### src/rtl/stereo_delay_line_pitch_shifter_macros.svh
// Assertion macros used by the RTL core; each expects clk and rst_n in scope.
`ifndef STEREO_DELAY_LINE_PITCH_SHIFTER_MACROS_SVH
`define STEREO_DELAY_LINE_PITCH_SHIFTER_MACROS_SVH

// Same-cycle implication.
`define SDLPS_ASSERT_IMPLIES(label, pre, post) \
    label: assert property (@(posedge clk) disable iff (!rst_n) (pre) |-> (post)) \
        else $error("sdlps: implication check failed");

// Next-cycle implication.
`define SDLPS_ASSERT_NEXT(label, pre, post) \
    label: assert property (@(posedge clk) disable iff (!rst_n) (pre) |=> (post)) \
        else $error("sdlps: next-cycle check failed");

`endif

### src/rtl/sdlps_pkg.sv
package sdlps_pkg;

    typedef longint unsigned u64_t;

    localparam int SAMPLE_W     = 24;
    localparam int FRAC_BITS    = 16;
    localparam int LEN_W        = 14;
    localparam int POS_W        = 30;
    localparam int PHASE_W      = 27;
    localparam int STEP_W       = 18;
    localparam int MIX_W        = 17;
    localparam int GRAIN_W      = 11;
    localparam int INV_W        = 21;
    localparam int CFG_W        = 21;
    localparam int CFG_IDX_W    = 3;
    localparam int ACC_W        = 40;
    localparam int PROD_W       = PHASE_W + INV_W;
    localparam int FADE_ENTRIES = 1024;
    localparam int FADE_AW      = $clog2(FADE_ENTRIES);
    localparam int FADE_SHIFT   = FRAC_BITS + 24 - FADE_AW;
    localparam int GRAIN_MIN    = 16;
    localparam int GRAIN_LIMIT  = 1638;

    localparam logic [SAMPLE_W-1:0] SIGN_FLIP = 24'h800000;
    localparam logic [FRAC_BITS:0]  FRAC_ONE  = 17'(1 << FRAC_BITS);
    localparam logic [FRAC_BITS:0]  FRAC_HALF = 17'(1 << (FRAC_BITS - 1));
    localparam logic [16:0]         Q16_ONE   = 17'd65536;
    localparam logic [16:0]         Q16_HALF  = 17'd32768;

    localparam u64_t Q30_ONE = 64'd1 << 30;
    localparam u64_t PI_Q30  = 64'd3373259426;

    typedef enum logic [CFG_IDX_W-1:0] {
        REG_ENABLE        = 3'd0,
        REG_PITCH_STEP    = 3'd1,
        REG_MIX_LEVEL     = 3'd2,
        REG_GRAIN_LENGTH  = 3'd3,
        REG_GRAIN_INVERSE = 3'd4
    } cfg_index_t;

    typedef struct packed {
        logic               enable;
        logic [STEP_W-1:0]  pitch_step;
        logic [MIX_W-1:0]   mix_level;
        logic [GRAIN_W-1:0] grain_length;
        logic [INV_W-1:0]   grain_inverse;
    } cfg_t;

    typedef struct packed {
        logic                bypass;
        logic [SAMPLE_W-1:0] right;
        logic [SAMPLE_W-1:0] left;
    } frame_t;

    typedef enum logic [3:0] {
        ST_IDLE,
        ST_SETUP,
        ST_WRITE,
        ST_RD0,
        ST_RD1,
        ST_RD2,
        ST_RD3,
        ST_TAIL,
        ST_FADE,
        ST_MIX
    } state_t;

    typedef logic [16:0] fade_rom_t [FADE_ENTRIES];

    function automatic fade_rom_t build_fade();
        fade_rom_t rom;
        longint    d;
        u64_t      ad;
        u64_t      u;
        u64_t      u2;
        u64_t      t;
        u64_t      s;
        u64_t      v;
        u64_t      f;
        for (int i = 0; i < FADE_ENTRIES; i++)
        begin
            d  = 2 * longint'(i) - longint'(FADE_ENTRIES);
            ad = u64_t'((d < 0) ? -d : d);
            u  = PI_Q30 * ad / (2 * FADE_ENTRIES);
            u2 = (u * u) >> 30;
            t  = Q30_ONE;
            t  = Q30_ONE - ((u2 * t) >> 30) / 110;
            t  = Q30_ONE - ((u2 * t) >> 30) / 72;
            t  = Q30_ONE - ((u2 * t) >> 30) / 42;
            t  = Q30_ONE - ((u2 * t) >> 30) / 20;
            t  = Q30_ONE - ((u2 * t) >> 30) / 6;
            s  = (u * t) >> 30;
            if (s > Q30_ONE)
            begin
                s = Q30_ONE;
            end
            v = (d >= 0) ? Q30_ONE + s : Q30_ONE - s;
            f = (v + 64'd16384) >> 15;
            if (f > 64'd65536)
            begin
                f = 64'd65536;
            end
            rom[i] = 17'(f);
        end
        return rom;
    endfunction

    localparam fade_rom_t FADE_ROM = build_fade();

endpackage

### src/rtl/sdlps_front.sv
module sdlps_front (
    input  logic                            clk,
    input  logic                            rst_n,
    input  logic                            enable,
    input  logic                            in_valid,
    output logic                            in_ready,
    input  logic [2*sdlps_pkg::SAMPLE_W-1:0] in_data,
    output logic                            q_valid,
    output sdlps_pkg::frame_t               q_data,
    input  logic                            q_pop
);
    import sdlps_pkg::*;

    frame_t     slot_reg [2];
    logic       wr_ptr_reg;
    logic       wr_ptr_next;
    logic       rd_ptr_reg;
    logic       rd_ptr_next;
    logic [1:0] count_reg;
    logic [1:0] count_next;
    logic       push;
    frame_t     item;

    assign in_ready = (count_reg != 2'd2);
    assign push     = in_valid && in_ready;
    assign q_valid  = (count_reg != 2'd0);
    assign q_data   = slot_reg[rd_ptr_reg];

    // classify: tag the request as bypass when processing is off
    always_comb
    begin
        item.bypass = !enable;
        item.left   = in_data[SAMPLE_W-1:0];
        item.right  = in_data[2*SAMPLE_W-1:SAMPLE_W];
        wr_ptr_next = push ? !wr_ptr_reg : wr_ptr_reg;
        rd_ptr_next = q_pop ? !rd_ptr_reg : rd_ptr_reg;
        count_next  = count_reg + 2'(push) - 2'(q_pop);
    end

    always_ff @(posedge clk or negedge rst_n)
    begin
        if (!rst_n)
        begin
            wr_ptr_reg <= 1'b0;
            rd_ptr_reg <= 1'b0;
            count_reg  <= 2'd0;
        end
        else
        begin
            wr_ptr_reg <= wr_ptr_next;
            rd_ptr_reg <= rd_ptr_next;
            count_reg  <= count_next;
        end
    end

    always_ff @(posedge clk)
    begin
        if (push)
        begin
            slot_reg[wr_ptr_reg] <= item;
        end
    end

endmodule

### config.mk
export PLATFORM = sky130hd
export DESIGN_NAME = sdlps_front
export DESIGN_NICKNAME = d
export VERILOG_FILES = /design/src/rtl/stereo_delay_line_pitch_shifter_macros.svh /design/src/rtl/sdlps_pkg.sv /design/src/rtl/sdlps_front.sv
export SDC_FILE = /design/constraint.sdc
export NUM_CORES = 1
export LEC_CHECK = 0
export ABC_CLOCK_PERIOD_IN_PS = 6600
export BUFFER_PORTS_ARGS = -buffer_cell sky130_fd_sc_hd__buf_2
export CORE_MARGIN = 5
export CORE_UTILIZATION = 44
export CTS_BUF_LIST = sky130_fd_sc_hd__clkbuf_4 sky130_fd_sc_hd__clkbuf_8
export CTS_CLUSTER_DIAMETER = 40
export DETAILED_ROUTE_END_ITERATION = 8
export PLACE_DENSITY = 0.69
export SYNTH_ARGS = -nofsm -noshare
export SYNTH_HDL_FRONTEND = slang
export SYNTH_SLANG_ARGS = --single-unit
### constraint.sdc
create_clock -name clk -period 6.6 [get_ports clk]
set_input_delay 0.99 -clock clk [delete_from_list [all_inputs] [get_ports clk]]
set_output_delay 0.99 -clock clk [all_outputs]
set_load 0.03 [all_outputs]
==> run_results.csv <==
group,metric,value,unit
logic_synthesis,synthesis.nets,225,
global_route,grt_max_degree,51,
global_route,antenna_found_initial,0,
floorplan,io_pins,104,
finish,largest_reg_flops,98,
cts,cts_buffers,9,
pwr,power_frac_clock,18.5,%
finish,drive_gt1_share,43.4,%
cts,cts_root_buffer,"clkbuf_8",
finish,final_cell_mix,"buf_2, edfxtp_1, mux2_1",
floorplan,die_y,102,um
logic_synthesis,ys_types,16,
logic_synthesis,avgSynthCellArea,21.8,sq um
sta,rsz0062_at_grt,"false",
setup_path,worstPathMaxFanout,50,
outcome,status,"completed",
floorplan,fp-row-count,33,
drt,wl,6.17,mm
logic_synthesis,synth_area_leaders,"edfxtp_1, mux2_1, dfrtp_1",
sta,fin_crit,3.08,ns
floorplan,fp.dieW,102,um
setup_path,critPathRequiredTime,5.61,ns
flow_run,maxCapViolations,0,
pwr,peakVddDrop,238,uV
logic_synthesis,synth_largest_area_cell,"edfxtp_1",
drt,first_pass_iters,4,
logic_synthesis,synth_top_area_share,78.8,%
placed_design,dp_hpwl,4.04,mm
global_route,grt_pass1_vias,1976,
pwr,powerDensity,452,nW/um^2
cts,worst_skew_pair.late_latency,0.35,ns
cts,holdBufCountCts,0,
setup_path,r2r_start,"count_reg[0]",
drt,initialDrtViolationCount,25,
drt,postRouteAntennaNets,0,
placed_design,gp_congestion,0.724,
logic_synthesis,syn_area,3730,sq um
finish,nFillCells,680,
sta,finalSetupTns,0,ns
finish,final_nets,335,
cts,cts_post_setup_buffers_inserted,0,
sta,setup_viol,0,
global_route,grt_pass1_wl,9.27,mm
sta,finalHoldViolations,0,
finish,area_growth,22.2,%
drt,wl_per_cell,15.8,um
setup_path,ff2ff_path_depth,4,
drt,vias,1855,
sta,min_period_over_period,46.7,%
sta,fmax,324,MHz
setup_path,cp-startpoint,"rd_ptr_reg",
setup_path,crit_arrival,2.09,ns
drt,viasPerCell,4.74,
floorplan,core_area,8260,sq um
sta,max_slew_margin,24.1,%
finish,final_common_cell,"buf_2",
pwr,switchingPower,0.763,mW
sta,whs,0.426,ns
setup_path,startpoint_type,"flop",
global_route,grt-ovfl-total,0,
finish,multi_input_area,656,sq um
pwr,swShare,37.0,%
sta,final_max_slew_viol_count,0,
cts,cts_resized,0,
logic_synthesis,ys_ff_latch,102,
cts,cts_htree_levels,3,
cts,path_clk_slew,0.09,ns
floorplan,die_area,10400,sq um
setup_path,regToRegEndpoint,"slot_reg[0][39]",
pwr,seqPwrFrac,47.5,%
drt,drc,0,
sta,tightest_slew,1.14,ns
floorplan,start_util,45.2,%
cts,clk_path_buf_depth,2,
global_route,grt_usage,12.1,%
cts,numClockSinks,102,
min_path,hp-class,"input port to async pin",
pwr,leakage,1.72,nW
finish,regArea,3040,sq um
setup_path,critPathCaptureType,"output port",
setup_path,ff2ff_setup_slack,4.51,ns
pwr,internal_power,1.30,mW
setup_path,criticalPathCategory,"flop to output port",
logic_synthesis,yosysSeqAreaShare,81.5,%
finish,diodes,0,
logic_synthesis,yosysWarnings,0,
placed_design,port_buffers,103,
sta,finClkSkew,0.0111,ns
cts,cts_tree,"yes",
pwr,combPwrFrac,34.0,%
logic_synthesis,syn_inst,171,
[Yosys cell counts]
| library cell | n |
|---|---|
| mux2_1 | 49 |
| nand2b_1 | 1 |
| xor2_1 | 1 |
| xnor2_1 | 3 |
| edfxtp_1 | 98 |
| dfrtp_1 | 4 |
| clkbuf_1 | 1 |
| ha_1 | 1 |
| nor2_1 | 2 |
| and3_1 | 1 |
| inv_1 | 1 |
| a22oi_1 | 1 |
| a21bo_1 | 1 |
| buf_4 | 5 |
| nand2_1 | 1 |
| or2_2 | 1 |
[cell type report]
| cell class | count | area share [%] |
|---|---|---|
| clock inverter | 5 | 1.29 |
| multi-input combinational | 62 | 14.4 |
| tap | 105 | 2.88 |
| clock buffer | 11 | 3.04 |
| timing repair buffer | 105 | 11.6 |
| inverter | 1 | 0.0823 |
| sequential | 102 | 66.7 |
[how the worst max path moves through the flow]
stage                           to  slack, ns
floorplan           slot_reg[0][0]       2.98
global placement        q_data[32]       3.80
detailed placement      q_data[34]       3.83
CTS                     q_data[32]       3.42
global route            q_data[34]       3.34
finish                  q_data[32]       3.52
[through the flow]
stage               worst slack, ns  total power, mW  utilization [%]  area (sq um)  instances
floorplan                      2.98             1.51                -          3730        171
global placement               3.80             1.71             52.9          4370        375
detailed placement             3.83             1.72             52.9          4370        375
CTS                            3.42             2.10             55.3          4560        391
global route                   3.34             2.18             55.3          4560        391
finish                         3.52             2.06             55.3          4560        391
[cell families after synthesis]
group	after synthesis	synth area share, %
DFF	102	81.5
buffers and inverters	7	1.21
AOI/OAI and AO/OA	2	0.469
and+or+nand+nor	6	0.804
adders and majority gates	1	0.335
muxes	49	14.8
xor gates and xnor gates	4	0.938
[layer usage]
| metal | GRT usage, % | wire length [um] | up-vias |
|---|---|---|---|
| met5 | 0 | 0 | - |
| met4 | 4.24 | 88 | 0 |
| met3 | 5.53 | 528 | 9 |
| met2 | 19.5 | 2920 | 70 |
| met1 | 14.3 | 2630 | 892 |
| li1 | - | - | 884 |
[critical path, stage by stage (launching register included)]
cell and delay [ns]:
dfrtp_2 1.14, mux2_1 0.41, buf_2 0.19
[power groups by stage]
stage          sequential [mW]  combinational, mW  clock (mW)
3_5_place_dp              1.00              0.715           0
3_3_place_gp             0.997              0.715           0
5_1_grt                  0.998              0.752       0.426
2_1_floorplan            0.930              0.576           0
4_1_cts                  0.987              0.718       0.394
6_report                 0.979              0.702       0.382
Note: power is estimated with default switching activity, not from simulation.
